[src/design/dfmm_pkg.sv]
package dfmm_pkg;
   localparam int unsigned SampleWidth = 32;
   localparam int unsigned DepthWidth = 16;
   localparam int unsigned ProdWidth = 34;
   localparam logic [9:0] MmPerMetre = 10'd1000;
   localparam logic [7:0] ExpAllOnes = 8'hFF;
   localparam logic [7:0] ExpSaturate = 8'd150;
   localparam logic [7:0] ShiftSubnormal = 8'd149;
   localparam logic [7:0] ShiftTooSmall = 8'd35;
   localparam logic [ProdWidth:0] TwiceMax = 35'd131070;
   localparam logic [DepthWidth-1:0] DepthMax = 16'hFFFF;
   localparam logic [DepthWidth-1:0] DepthMin = 16'd1;
   localparam logic ModeRaw = 1'b0;
endpackage

[src/design/depth_float_to_mm_converter_top.sv]
// A request passes the input register and then the result register before its response is valid.
// One request per cycle while the response is not stalled; the two-stage pipeline fills bubbles under response stall.
// The path between the registers is one 24x10 constant multiply and a 35-bit right shift.
// Reset (synchronous, active high) clears both stage valids and sets the encoding to raw.
module depth_float_to_mm_converter_top
   import dfmm_pkg::*;
(
   input  logic                   clock,
   input  logic                   reset,
   input  logic                   csr_write_enable,
   input  logic                   csr_depth_encoding,
   input  logic                   req_valid,
   output logic                   req_stall,
   input  logic [SampleWidth-1:0] req_sample_bits,
   output logic                   rsp_valid,
   input  logic                   rsp_stall,
   output logic [DepthWidth-1:0]  rsp_distance_mm
);
   logic                   mode_ff;
   logic                   s1_valid_ff;
   logic [SampleWidth-1:0] s1_bits_ff;
   logic                   s2_valid_ff;
   logic [DepthWidth-1:0]  s2_depth_ff;
   logic                   s2_en;
   logic                   s1_en;
   logic [DepthWidth-1:0]  depth_in;

   logic [7:0]             expo;
   logic [23:0]            mant;
   logic [ProdWidth-1:0]   prod;
   logic [7:0]             shift;
   logic [ProdWidth:0]     twice;
   logic [ProdWidth:0]     rounded;

   // advance each stage when it is empty or the next one moves
   assign s2_en = !s2_valid_ff || !rsp_stall;
   assign s1_en = !s1_valid_ff || s2_en;
   assign req_stall = !s1_en;
   assign rsp_valid = s2_valid_ff;
   assign rsp_distance_mm = s2_depth_ff;

   // convert the held request
   always_comb begin
      expo = s1_bits_ff[30:23];
      mant = (expo == 8'd0) ? {1'b0, s1_bits_ff[22:0]} : {1'b1, s1_bits_ff[22:0]};
      prod = ProdWidth'(mant) * ProdWidth'(MmPerMetre);
      shift = (expo == 8'd0) ? ShiftSubnormal : (ExpSaturate - expo);
      twice = '0;
      rounded = '0;
      if (mode_ff == ModeRaw) begin
         depth_in = s1_bits_ff[DepthWidth-1:0];
      end else if (expo == ExpAllOnes || s1_bits_ff[30:0] == 31'd0 || s1_bits_ff[31]) begin
         depth_in = '0;
      end else if (expo >= ExpSaturate) begin
         depth_in = DepthMax;
      end else if (shift > ShiftTooSmall) begin
         depth_in = DepthMin;
      end else begin
         // keep one fraction bit, then round half up
         twice = {1'b0, prod} >> (shift - 8'd1);
         rounded = (twice + 35'd1) >> 1;
         if (twice >= TwiceMax) begin
            depth_in = DepthMax;
         end else if (twice < 35'd2) begin
            depth_in = DepthMin;
         end else begin
            depth_in = rounded[DepthWidth-1:0];
         end
      end
   end

   // hold control state
   always_ff @(posedge clock) begin
      if (reset) begin
         mode_ff <= ModeRaw;
         s1_valid_ff <= 1'b0;
         s2_valid_ff <= 1'b0;
      end else begin
         if (csr_write_enable) begin
            mode_ff <= csr_depth_encoding;
         end
         if (s1_en) begin
            s1_valid_ff <= req_valid;
         end
         if (s2_en) begin
            s2_valid_ff <= s1_valid_ff;
         end
      end
   end

   // advance payload
   always_ff @(posedge clock) begin
      if (s1_en) begin
         s1_bits_ff <= req_sample_bits;
      end
      if (s2_en) begin
         s2_depth_ff <= depth_in;
      end
   end
endmodule
[config.mk]
export PLATFORM = sky130hd
export DESIGN_NAME = depth_float_to_mm_converter_top
export DESIGN_NICKNAME = d
export VERILOG_FILES = /design/src/design/dfmm_pkg.sv /design/src/design/depth_float_to_mm_converter_top.sv
export SDC_FILE = /design/constraint.sdc
export NUM_CORES = 1
export LEC_CHECK = 0
export ABC_CLOCK_PERIOD_IN_PS = 7900
export BUFFER_PORTS_ARGS = -buffer_cell sky130_fd_sc_hd__buf_4
export CAP_MARGIN = 10
export CORE_AREA = 2 2 164 166
export DETAILED_ROUTE_END_ITERATION = 6
export DIE_AREA = 0 0 166 168
export HOLD_SLACK_MARGIN = 0.15
export PLACE_DENSITY = 0.6
export SLEW_MARGIN = 20
export SYNTH_ARGS = -nofsm -noshare
export SYNTH_HDL_FRONTEND = slang
export SYNTH_SLANG_ARGS = --single-unit
export TNS_END_PERCENT = 30
[constraint.sdc]
create_clock -name clock -period 7.9 [get_ports clock]
set_input_delay 2.37 -clock clock [delete_from_list [all_inputs] [get_ports clock]]
set_output_delay 2.37 -clock clock [all_outputs]
set_load 0.05 [all_outputs]
---- After elaboration in Yosys (flattened, before gate mapping) ----
Index checks and enable logic that the tools add are counted.
cells by class
  equality and inequality tests ........... 1
  multiplexer cells ....................... 8
  reduce and logical (&&, ||, !) cells .... 10
  multiply operators ...................... 1
  $add $sub $neg .......................... 3
  shift-type cells ........................ 1
  order comparisons ....................... 4
operators by type and width
  cell                                                           number
  2-to-1 mux 16 bit                                              6
  >= comparator 35 x 17 -> 1 bit, second input constant          1
  < comparator 35 x 2 -> 1 bit, second input constant            1
  >> shifter 34 x 8 -> 35 bit                                    1
  zero test 31 bit                                               1
  multiplier 24 x 7 -> 31 bit, second input constant             1
  2-to-1 mux 24 bit                                              1
  adder 17 x 1 -> 17 bit, second input constant                  1
  == test 8 bit, second input constant                           1
  >= comparator 8 bit, second input constant                     1
  greater-than comparator 8 x 6 -> 1 bit, second input constant  1
  zero test 8 bit                                                1
  2-to-1 mux 8 bit                                               1
  subtractor 8 x 1 -> 8 bit, second input constant               1
  subtractor 8 bit, first input constant                         1
  zero test 1 bit                                                4
  logical OR 1 bit                                               4
word-level totals
  output and inout bits ................... 18
  bits of input ports ..................... 38
  flip-flop bits (word level) ............. 51

---- Longest topological paths before layout ----
Gate-level depths: netlist of run 1.
  depth after elaboration ................. 11
  gate-level depth with buffers ........... 30

---- Least setup slack after synthesis of run 1 ----
OpenSTA, ideal clock, no wires.
  path type ............................... register to register
  from .................................... register s1_bits_ff[23]
  to ...................................... register s2_depth_ff[10], in the netlist rsp_distance_mm[10], data pin
  path slack .............................. 1021 ps
  path buffers ............................ 2
  arrival time ............................ 6596 ps
  clock period less this slack ............ 6879 ps
  cell stages (with the launch flop) ...... 26
  cells stage by stage .................... edfxtp_1 buf_2 inv_1 ha_1 nor3b_2 nand2_1 ha_1 fa_1 inv_1 fa_1 ha_1 ha_1 a21oi_1 o21ai_0 a311o_1 or4_1 nand4_1 mux2i_1 a22oi_1 a21oi_1 nor4_2 a31oi_1 or3_1 o31ai_4 buf_6 o221ai_1
on the way
  word-level cells in the longest chain between the ends .. 11
  elaborated cells on any way between the ends .. 22
  those cells by class .................... add/sub: 3; mul: 1; order compare: 4; eq/ne: 1; shift: 1; mux: 8; reduce/logical: 4
RTL lines
  element                                                                          RTL line                                                                      source
  start: declaration                                                               depth_float_to_mm_converter_top.sv:21                                         logic [SampleWidth-1:0] s1_bits_ff;
  start signal: assignment                                                         depth_float_to_mm_converter_top.sv:94                                         s1_bits_ff <= req_sample_bits;
  zero test 8 bit / subtractor 8 bit (equally long branches)                       depth_float_to_mm_converter_top.sv:45, depth_float_to_mm_converter_top.sv:47
  2-to-1 mux 24 bit / 2-to-1 mux 8 bit (equally long branches)                     depth_float_to_mm_converter_top.sv:45, depth_float_to_mm_converter_top.sv:47
  multiplier 24 x 7 -> 31 bit / subtractor 8 x 1 -> 8 bit (equally long branches)  depth_float_to_mm_converter_top.sv:46, depth_float_to_mm_converter_top.sv:60
  >> shifter 34 x 8 -> 35 bit                                                      depth_float_to_mm_converter_top.sv:60                                         twice = {1'b0, prod} >> (shift - 8'd1);
  < comparator 35 x 2 -> 1 bit / adder 17 x 1 -> 17 bit (equally long branches)    depth_float_to_mm_converter_top.sv:64, depth_float_to_mm_converter_top.sv:61
  2-to-1 mux 16 bit                                                                depth_float_to_mm_converter_top.sv:64                                         end else if (twice < 35'd2) begin
  2-to-1 mux 16 bit                                                                depth_float_to_mm_converter_top.sv:62                                         if (twice >= TwiceMax) begin
  2-to-1 mux 16 bit                                                                depth_float_to_mm_converter_top.sv:56                                         end else if (shift > ShiftTooSmall) begin
  2-to-1 mux 16 bit                                                                depth_float_to_mm_converter_top.sv:54                                         end else if (expo >= ExpSaturate) begin
  2-to-1 mux 16 bit (*)                                                            depth_float_to_mm_converter_top.sv:52                                         end else if (expo == ExpAllOnes || s1_bits_ff[30:0] == 31'd0 || s1_bits_ff[31]) begin
  2-to-1 mux 16 bit (*)                                                            depth_float_to_mm_converter_top.sv:50                                         if (mode_ff == ModeRaw) begin
  via depth_in[10]                                                                 depth_float_to_mm_converter_top.sv:26                                         logic [DepthWidth-1:0] depth_in;
  end signal: assignment                                                           depth_float_to_mm_converter_top.sv:97                                         s2_depth_ff <= depth_in;
  end: declaration                                                                 depth_float_to_mm_converter_top.sv:23                                         logic [DepthWidth-1:0] s2_depth_ff;
The timed path passes the listed nets; every way through them passes the cells marked *.
A chain may end at the register's enable or synchronous reset.

---- Final worst setup path of run 1 ----
  from .................................... register s1_bits_ff[15]
  to ...................................... register s2_depth_ff[8], in the netlist rsp_distance_mm[8], data pin
on the way
  word-level cells in the longest chain between the ends .. 10
  elaborated cells on any way between the ends .. 15
  those cells by class .................... add/sub: 1; mul: 1; order compare: 2; shift: 1; mux: 7; reduce/logical: 3
RTL lines
  element                                                                        RTL line                                                                      source
  2-to-1 mux 24 bit                                                              depth_float_to_mm_converter_top.sv:45                                         mant = (expo == 8'd0) ? {1'b0, s1_bits_ff[22:0]} : {1'b1, s1_bits_ff[22:0]};
  multiplier 24 x 7 -> 31 bit                                                    depth_float_to_mm_converter_top.sv:46                                         prod = ProdWidth'(mant) * ProdWidth'(MmPerMetre);
  >> shifter 34 x 8 -> 35 bit                                                    depth_float_to_mm_converter_top.sv:60
  < comparator 35 x 2 -> 1 bit / adder 17 x 1 -> 17 bit (equally long branches)  depth_float_to_mm_converter_top.sv:64, depth_float_to_mm_converter_top.sv:61
  2-to-1 mux 16 bit                                                              depth_float_to_mm_converter_top.sv:64
  2-to-1 mux 16 bit                                                              depth_float_to_mm_converter_top.sv:62
  2-to-1 mux 16 bit                                                              depth_float_to_mm_converter_top.sv:56
  2-to-1 mux 16 bit                                                              depth_float_to_mm_converter_top.sv:54
  2-to-1 mux 16 bit (*)                                                          depth_float_to_mm_converter_top.sv:52
  2-to-1 mux 16 bit (*)                                                          depth_float_to_mm_converter_top.sv:50
  via depth_in[8]                                                                depth_float_to_mm_converter_top.sv:26
Marks and branches as above.

==> results of run 1 <==
==> metal layers <==
layer	up-vias	wire length [µm]	global-route usage, %
met1	4900	16840	37.20
met4	0	1133	8.280
met2	461	15650	39.78
li1	4689	-	-
met5	-	0	0
met3	71	2240	2.092
==> power groups by stage <==
stage | combinational [µW] | sequential [µW] | clock (µW)
floorplan | 3110 | 375 | 0
global placement | 4520 | 346 | 0
detailed placement | 4490 | 345 | 0
CTS | 4520 | 340 | 248
global route | 5110 | 344 | 254
finish | 4690 | 340 | 239
==> per-stage QoR <==
| step | utilization [%] | hold slack (ps) | total power, µW |
|---|---|---|---|
| final | 43.90 | 498.3 | 5271 |
| after global routing | 43.90 | 525.8 | 5710 |
| after CTS | 43.61 | 502.4 | 5105 |
| after detailed placement | 43.03 | 480.7 | 4833 |
| after global placement | 43.03 | 477.7 | 4871 |
| after floorplan | - | 437.4 | 3481 |
==> final cells by class <==
cell class                 count  area, µm²  area share, %
clock inverter                 3      27.53         0.2379
inverter                     162      608.1          5.256
clock buffer                   5      125.1          1.082
sequential                    51       1501          12.98
multi-input combinational    964       7966          68.86
timing repair buffer         120      913.4          7.895
tap                          341      426.7          3.688
==> kinds of logic (layout without fill, tap and decap cells) <==
| group | after synthesis | after routing | synth area share [%] |
|---|---|---|---|
| AND/OR/NAND/NOR | 385 | 385 | 19.74 |
| AO/OA/AOI/OAI | 353 | 353 | 25.14 |
| buffers and inverters | 219 | 290 | 8.377 |
| adder cells (fa/ha/maj) | 171 | 171 | 27.14 |
| flip-flops | 51 | 51 | 14.63 |
| XOR/XNOR | 36 | 36 | 3.073 |
| multiplexers | 19 | 19 | 1.890 |
==> layout by cell type, fill, tap and decap left out, drive strengths merged, types with 24 or more instances in the layout <==
cell type	n
a211oi	24
a21oi	70
a31oi	27
buf	120
edfxtp	48
fa	86
ha	85
inv	163
nand2	97
nand3	43
nand4	25
nor2	88
nor3	27
o21ai	49
==> critical path, stage by stage, from the launching register on <==
cell and delay [ps]:
edfxtp_1 550, inv_1 210, fa_1 530, fa_1 550
inv_1 50, fa_1 530, inv_1 50, fa_1 500
inv_1 40, ha_1 300, buf_4 190, nand2_1 70
o21ai_0 620, o21ai_0 160, a22oi_1 170, o211ai_1 270
o2bb2a_1 400, o31a_1 320, o221ai_1 380, a32oi_1 150
buf_4 200, nor4b_2 520, and2_1 300, xor2_1 170
o221ai_1 120
==> how the worst max path moves through the flow <==
stage                               from                   to  depth (start not counted)
after CTS                 s1_bits_ff[15]   rsp_distance_mm[9]                         23
after floorplan           s1_bits_ff[23]  rsp_distance_mm[10]                         25
after global routing      s1_bits_ff[24]  rsp_distance_mm[11]                         29
after global placement    s1_bits_ff[15]   rsp_distance_mm[2]                         23
after detailed placement  s1_bits_ff[15]  rsp_distance_mm[10]                         23
final                     s1_bits_ff[15]   rsp_distance_mm[8]                         24
==> sequential cells by signal, indices dropped and copies added, names as in the netlist <==
name,count
rsp_distance_mm,16
s1_valid_ff,1
mode_ff,1
rsp_valid,1
s1_bits_ff,32
==> timing repair <==
item,CTS,global route
gates resized for setup,0,10
setup endpoints to repair,0,16
buffers inserted,0,2
==> flow_summary.yaml, run 1 <==
status:
  status: "finished clean"
synth:
  synth_common_cells: "inv_1 (162), nand2_1 (97), fa_1 (86), nor2_1 (86), ha_1 (85)"
  yosys.area.top_type: "fa_1"
  syn_nets: 1443
  synth_most_common_cell: "inv_1"
  synth-warning-count: 0
  synth_top_area_share_pct: 16.78
  yosys_most_used_dff: "edfxtp_1"
  synth_area_mm2: 0.01026
  synth.distinct_cells: 94
  synth_area_leaders: "fa_1 (17%), edfxtp_1 (14%), ha_1 (10%), inv_1 (5.9%), nand2_1 (3.5%)"
  ys_seq_area_share_pct: 14.63
  synthArstFlopShare_pct: 0
  synthCells: 1234
  synth-edff-count: 48
  ys_ff_latch: 51
  syn-mean-instance-area_um2: 8.315
sta:
  fin_tns_setup_ps: 0
  period_minus_slack_ps: 7651
  finClkSkew_ps: 9.870
  worst_pin_slew_ps: 1043
  final_hold_viol_count: 0
  layout_setup_ws_ps: 248.6
  rsz0062_at_grt: "false"
  final_max_slew_viol_count: 0
  fmax_mhz: 130.7
  max_slew_margin_pct: 30.47
  finalCritPeriodShare_pct: 96.85
  setup_viol: 0
clock_tree:
  clockRootBuffer: "clkbuf_16"
  cts-hold-fix-buffers: 0
  clkSinkCount: 51
  cts_max_path_buffers: 2
  numCtsBuffers: 5
  path_clk_slew_ps: 80
  clk-insertion-delay-late_ps: 310
  htreeDepth: 2
  tritoncts: "built"
placement:
  place_inst: 1636
  pre_cts_ws_ps: 37.99
  dp_hpwl_mm: 29.25
  place_area_mm2: 0.01134
  gp_congestion: 0.9826
  port_buffers: 55
final_layout:
  syn_to_final_growth_pct: 12.74
  antenna_cells: 0
  fin_area_mm2: 0.01157
  drive_gt1_share_pct: 13.64
  fill_cells: 2611
  fin_cells: 1646
  finalNetCount: 1513
setup_path:
  reg2reg_from: "s1_bits_ff[15]"
  reg2reg_slack_ps: 250
  reg2reg_depth: 24
  cp_data_arrival_time_ps: 7670
  r2r-end: "rsp_distance_mm[8]"
  crit_type: "flip-flop to flip-flop"
  worstPathMaxFanout: 11
  critPathLaunchType: "flip-flop"
  cp.required_ps: 7920
  crit_path_end_kind: "flip-flop"
power_and_ir_drop:
  leakage_uw: 0.004926
  internal-power_uw: 2114
  seq_power_share_pct: 6.5
  clkPwrFrac_pct: 4.5
  peakVddDrop_v: 0.0001784
  switching_share_pct: 59.90
  p_per_area_mw_per_mm2: 455.6
  switchingPower_uw: 3157
  combPwrFrac_pct: 89.0
floorplan:
  core_region_area_mm2: 0.02635
  fp-row-count: 60
  top_level_ports: 56
  die_y_um: 168
  start_util_pct: 38.94
  dieArea_mm2: 0.02789
  die_width_um: 166
global_routing:
  antenna_found_initial: 0
  grt_max_degree: 34
  grt_overflow: 0
  grt_pass1_wl_mm: 56.39
  grt_pass1_vias: 9723
  grt_use_total_pct: 25.42
hold_path:
  hp-start: "s1_valid_ff"
  holdPathStages: 2
  min_to: "rsp_valid"
  hold_class: "flip-flop to flip-flop"
detailed_routing:
  drc: 0
  wl_per_cell_um: 21.79
  drt-total-wl_mm: 35.86
  num_vias: 10121
  dr.pass1.iters: 7
  antenna_left: 0
  drt_iter0_drc: 1025
  routed_via_density: 6.149
job:
  max_cap_violations: 0
No activity file was read; power rests on OpenSTA's default activity.
==> run 2, diff against run 1 <==
RECOVER_POWER = 50   (was unset)
==> flow_summary.yaml, run 2 (same netlist as run 1, synthesis figures left out) <==
clock_tree:
  clkSinkCount: 51
  numCtsBuffers: 5
  clockRootBuffer: "clkbuf_16"
  clk-insertion-delay-late_ps: 310
  path_clk_slew_ps: 80
  tritoncts: "built"
  cts-hold-fix-buffers: 0
  cts_max_path_buffers: 2
  htreeDepth: 2
sta:
  worst_pin_slew_ps: 1859
  setup_viol: 0
  hold-worst-slack_ps: 497.9
  fmax_mhz: 131.5
  finClkSkew_ps: 7.606
  period_minus_slack_ps: 7602
  rsz0062_at_grt: "false"
  final_max_slew_viol_count: 34
  finalCritPeriodShare_pct: 96.23
  fin_tns_setup_ps: 0
  max_slew_margin_pct: -23.90
  final_hold_viol_count: 0
floorplan:
  die_y_um: 168
  die_width_um: 166
  fp-row-count: 60
  top_level_ports: 56
  start_util_pct: 38.94
  core_region_area_mm2: 0.02635
  dieArea_mm2: 0.02789
global_routing:
  grt_pass1_vias: 9723
  grt_pass1_wl_mm: 56.39
  grt_overflow: 0
  grt_max_degree: 34
  grt_use_total_pct: 25.42
  antenna_found_initial: 0
job:
  max_cap_violations: 1
status:
  violations: "max-capacitance violations, max-slew violations"
  status: "complete, but fails checks"
setup_path:
  cp_data_arrival_time_ps: 7650
  crit_path_end_kind: "flip-flop"
  worstPathMaxFanout: 12
  cp.required_ps: 7950
  critPathLaunchType: "flip-flop"
  crit_type: "flip-flop to flip-flop"
final_layout:
  antenna_cells: 0
  syn_to_final_growth_pct: 12.67
  fill_cells: 2610
  largest_register: "s1_bits_ff"
  layout_common_cells: "inv_1 (162), nand2_1 (97), nor2_1 (86), fa_1 (86), ha_1 (85)"
  finish.utilization_pct: 43.87
  drive_gt1_share_pct: 13.49
  largest_reg_flops: 32
  final_common_cell: "inv_1"
  finalNetCount: 1513
  fin_area_mm2: 0.01156
detailed_routing:
  antenna_left: 0
  dr.pass1.iters: 5
  drt_iter0_drc: 956
  wl_per_cell_um: 21.72
  routed_via_density: 6.111
  drc: 0
  drt-total-wl_mm: 35.76
  num_vias: 10058
power_and_ir_drop:
  p_total_uw: 5259
  p_per_area_mw_per_mm2: 454.9
  leakage_uw: 0.004912
  peakVddDrop_v: 0.0001786
hold_path:
  hold_class: "flip-flop to flip-flop"
placement:
  gp_congestion: 0.9826
  place_area_mm2: 0.01134
  port_buffers: 55
  dp_hpwl_mm: 29.25
[run 2: cell types whose count changed in the layout (fill, tap and decap cells not counted), sizes merged]
cell / before / now
buf: 120 / 85
clkbuf: 5 / 40
[run 2: worst max-delay path, stage by stage, from the launching register on]
cell and delay [ps]:
edfxtp_1 390, inv_1 160, ha_1 200, nor3b_4 350
nand2_1 310, ha_1 400, fa_1 490, inv_1 50
fa_1 470, ha_1 310, ha_1 310, buf_4 180
nand2_1 70, o21ai_0 140, a311o_1 410, or4_1 540
nand4_1 300, o32ai_1 200, nor3_2 200, nand2_1 190
a311oi_2 630, nand3_1 120, or4_1 530, nor3_1 250
o211ai_1 130
[run 2: final timing paths]
check,from,endpoint,slack [ps],cells after the start
worst min register to register,s1_valid_ff,rsp_valid,500,2
worst min-delay path,s1_valid_ff,rsp_valid,500,2
worst max-delay path,s1_bits_ff[24],rsp_distance_mm[1],300,24
worst max register to register,s1_bits_ff[24],rsp_distance_mm[1],300,24
[run 2: repair_timing]
| item | in CTS | in global routing |
|---|---|---|
| setup endpoints to repair | 0 | 16 |
| buffers inserted | 0 | 2 |
| resized for setup | 0 | 10 |
[run 2: stage by stage]
| stage | setup slack, ps | instances |
|---|---|---|
| 2_1_floorplan | 1021 | 1234 |
| 3_3_place_gp | 24.82 | 1636 |
| 3_5_place_dp | 37.99 | 1636 |
| 4_1_cts | 2.591 | 1644 |
| 5_1_grt | 14.57 | 1646 |
| 6_report | 297.9 | 1646 |
[run 2: final cells by class]
| type | instances | area (µm²) | share of cell area (%) |
|---|---|---|---|
| Multi-Input combinational cell | 964 | 7966 | 68.91 |
| Sequential cell | 51 | 1501 | 12.99 |
| Timing Repair Buffer | 120 | 905.9 | 7.835 |
| Inverter | 162 | 608.1 | 5.260 |
| Tap cell | 341 | 426.7 | 3.690 |
| Clock buffer | 5 | 125.1 | 1.082 |
| Clock inverter | 3 | 27.53 | 0.2381 |
[run 2: layer usage]
layer | vias up | global-route usage, % | share of wire, % | wire [µm]
li1 | 4684 | - | - | -
met1 | 4834 | 37.20 | 47 | 16820
met2 | 463 | 39.78 | 43 | 15540
met3 | 77 | 2.092 | 6.1 | 2193
met4 | 0 | 8.280 | 3.4 | 1202
met5 | - | 0 | 0 | 0
[run 2: report_power, final]
part           internal [µW]  switching [µW]  total, µW
clock                    121             118        239
combinational           1670            3010       4680
sequential               318            22.3        340
==> run 3, diff against run 2 <==
ABC_CLOCK_PERIOD_IN_PS = 8300   (was 7900)
CELL_PAD_IN_SITES_DETAIL_PLACEMENT = 0   (was unset)
CELL_PAD_IN_SITES_GLOBAL_PLACEMENT = 1   (was unset)
PLACE_DENSITY = 0.74   (was 0.6)
clock period = 8.3 ns   (was 7.9 ns; I/O delays follow)
==> flow_summary.yaml, run 3 (same netlist as run 1, synthesis figures left out) <==
sta:
  max_slew_margin_pct: 39.52
  final_max_slew_viol_count: 0
  finClkSkew_ps: 10.55
  worst_pin_slew_ps: 903.8
  setup_viol: 0
  fmax_mhz: 128.9
  fin_tns_setup_ps: 0
  period_minus_slack_ps: 7758
  finalCritPeriodShare_pct: 93.48
  rsz0062_at_grt: "false"
  hold-worst-slack_ps: 499.0
  final_hold_viol_count: 0
global_routing:
  antenna_found_initial: 0
  grt_overflow: 0
  grt_pass1_vias: 9493
  grt_use_total_pct: 25.27
  grt_pass1_wl_mm: 55.68
  grt_max_degree: 39
status:
  status: "finished clean"
final_layout:
  drive_gt1_share_pct: 10.51
  fin_area_mm2: 0.01129
  finalNetCount: 1483
  finish.utilization_pct: 42.84
  final_common_cell: "inv_1"
  seq_area_mm2: 0.001501
  largest_register: "s1_bits_ff"
  multiInputGateArea_mm2: 0.007945
  layout_common_cells: "inv_1 (162), nand2_1 (97), nor2_1 (86), fa_1 (86), ha_1 (85)"
  largest_reg_flops: 32
  fill_cells: 2616
  antenna_cells: 0
  syn_to_final_growth_pct: 10.01
detailed_routing:
  dr.pass1.iters: 7
  wl_per_cell_um: 21.96
  drc: 0
  routed_via_density: 6.032
  drt-total-wl_mm: 35.49
  num_vias: 9748
  drt_iter0_drc: 999
  antenna_left: 0
placement:
  place_area_mm2: 0.01112
  gp_congestion: 1.038
  port_buffers: 55
  dp_hpwl_mm: 29.11
floorplan:
  top_level_ports: 56
  dieArea_mm2: 0.02789
  die_width_um: 166
  core_region_area_mm2: 0.02635
  die_y_um: 168
  fp-row-count: 60
  start_util_pct: 38.94
setup_path:
  reg2reg_from: "s1_bits_ff[24]"
  worstPathMaxFanout: 12
  cp_data_arrival_time_ps: 7800
  crit_path_end_kind: "flip-flop"
  cp.required_ps: 8350
  reg2reg_depth: 24
  r2r-end: "rsp_distance_mm[1]"
  critPathLaunchType: "flip-flop"
  reg2reg_slack_ps: 540
  crit_type: "flip-flop to flip-flop"
clock_tree:
  tritoncts: "built"
  numCtsBuffers: 5
  htreeDepth: 2
  clockRootBuffer: "clkbuf_16"
  clk-insertion-delay-late_ps: 310
  cts_max_path_buffers: 2
  path_clk_slew_ps: 80
  clkSinkCount: 51
  cts-hold-fix-buffers: 0
power_and_ir_drop:
  p_per_area_mw_per_mm2: 431.6
  leakage_uw: 0.004751
  peakVddDrop_v: 0.0001982
hold_path:
  hold_class: "flip-flop to flip-flop"
  hp-start: "s1_valid_ff"
  min_to: "rsp_valid"
  holdPathStages: 2
job:
  max_cap_violations: 0
[run 3: cell count changes in the layout (fill, tap and decap cells not counted), sizes merged]
cell,delta
buf,-37
clkbuf,+7
[run 3: power by group]
group | leakage, µW | total, µW | switching (µW) | internal [µW]
Combinational | 0.00414 | 4310 | 2820 | 1490
Sequential | 0.000534 | 329 | 26.6 | 303
Clock | 0.0000719 | 228 | 113 | 115
[run 3: stage by stage]
stage / setup slack, ps / std cells / power, µW
4_1_cts: 117.9 / 1614 / 4773
5_1_grt: 88.08 / 1616 / 5292
6_report: 541.5 / 1616 / 4872
2_1_floorplan: 1421 / 1234 / 3313
3_5_place_dp: 123.3 / 1606 / 4514
3_3_place_gp: 219.2 / 1606 / 4551
[run 3: how the worst max path moves through the flow]
stage	endpoint	depth (start not counted)	startpoint
floorplan	rsp_distance_mm[10]	25	s1_bits_ff[23]
global placement	rsp_distance_mm[5]	24	s1_bits_ff[24]
detailed placement	rsp_distance_mm[7]	24	s1_bits_ff[24]
CTS	rsp_distance_mm[9]	24	s1_bits_ff[24]
global route	rsp_distance_mm[13]	23	s1_bits_ff[2]
finish	rsp_distance_mm[1]	24	s1_bits_ff[24]
[run 3: layout make-up]
class | instances | area share (%)
repair buffers | 90 | 5.797
flip-flops and latches | 51 | 13.30
inverters | 162 | 5.387
well taps | 341 | 3.780
clock buffers | 5 | 1.108
clock inverters | 3 | 0.2438
multi-input cells | 964 | 70.38
[run 3: per-layer routing]
metal  track usage (%)  part of all wire (%)  up-vias  wire length [µm]
met5                 0                     0        -                 0
met4             9.187                   3.6        0              1273
met3             2.609                   6.2       76              2211
met2             38.46                    43      408             15150
met1             37.17                    47     4641             16860
li1                  -                     -     4623                 -
[run 3: repair_timing]
item                                    4_1_cts  5_1_grt
endpoints found under the setup margin        0       16
endpoints found under the hold margin         0        0
gates resized for setup                       0        4
buffers inserted                              0        1
[run 3: critical path, stage by stage, from the launching register on]
cell and delay (ps):
edfxtp_1 520, inv_1 190, ha_1 210, nor3b_4 330, nand2_1 290, ha_1 430, fa_1 490, inv_1 50
fa_1 470, ha_1 300, ha_1 310, buf_4 190, nand2_1 70, o21ai_0 140, a311o_1 420, or4_1 520
nand4_1 280, o32ai_1 180, nor3_2 250, nand2_1 210, a311oi_2 560, nand3_1 110, or4_1 530, nor3_1 300
o211ai_1 140
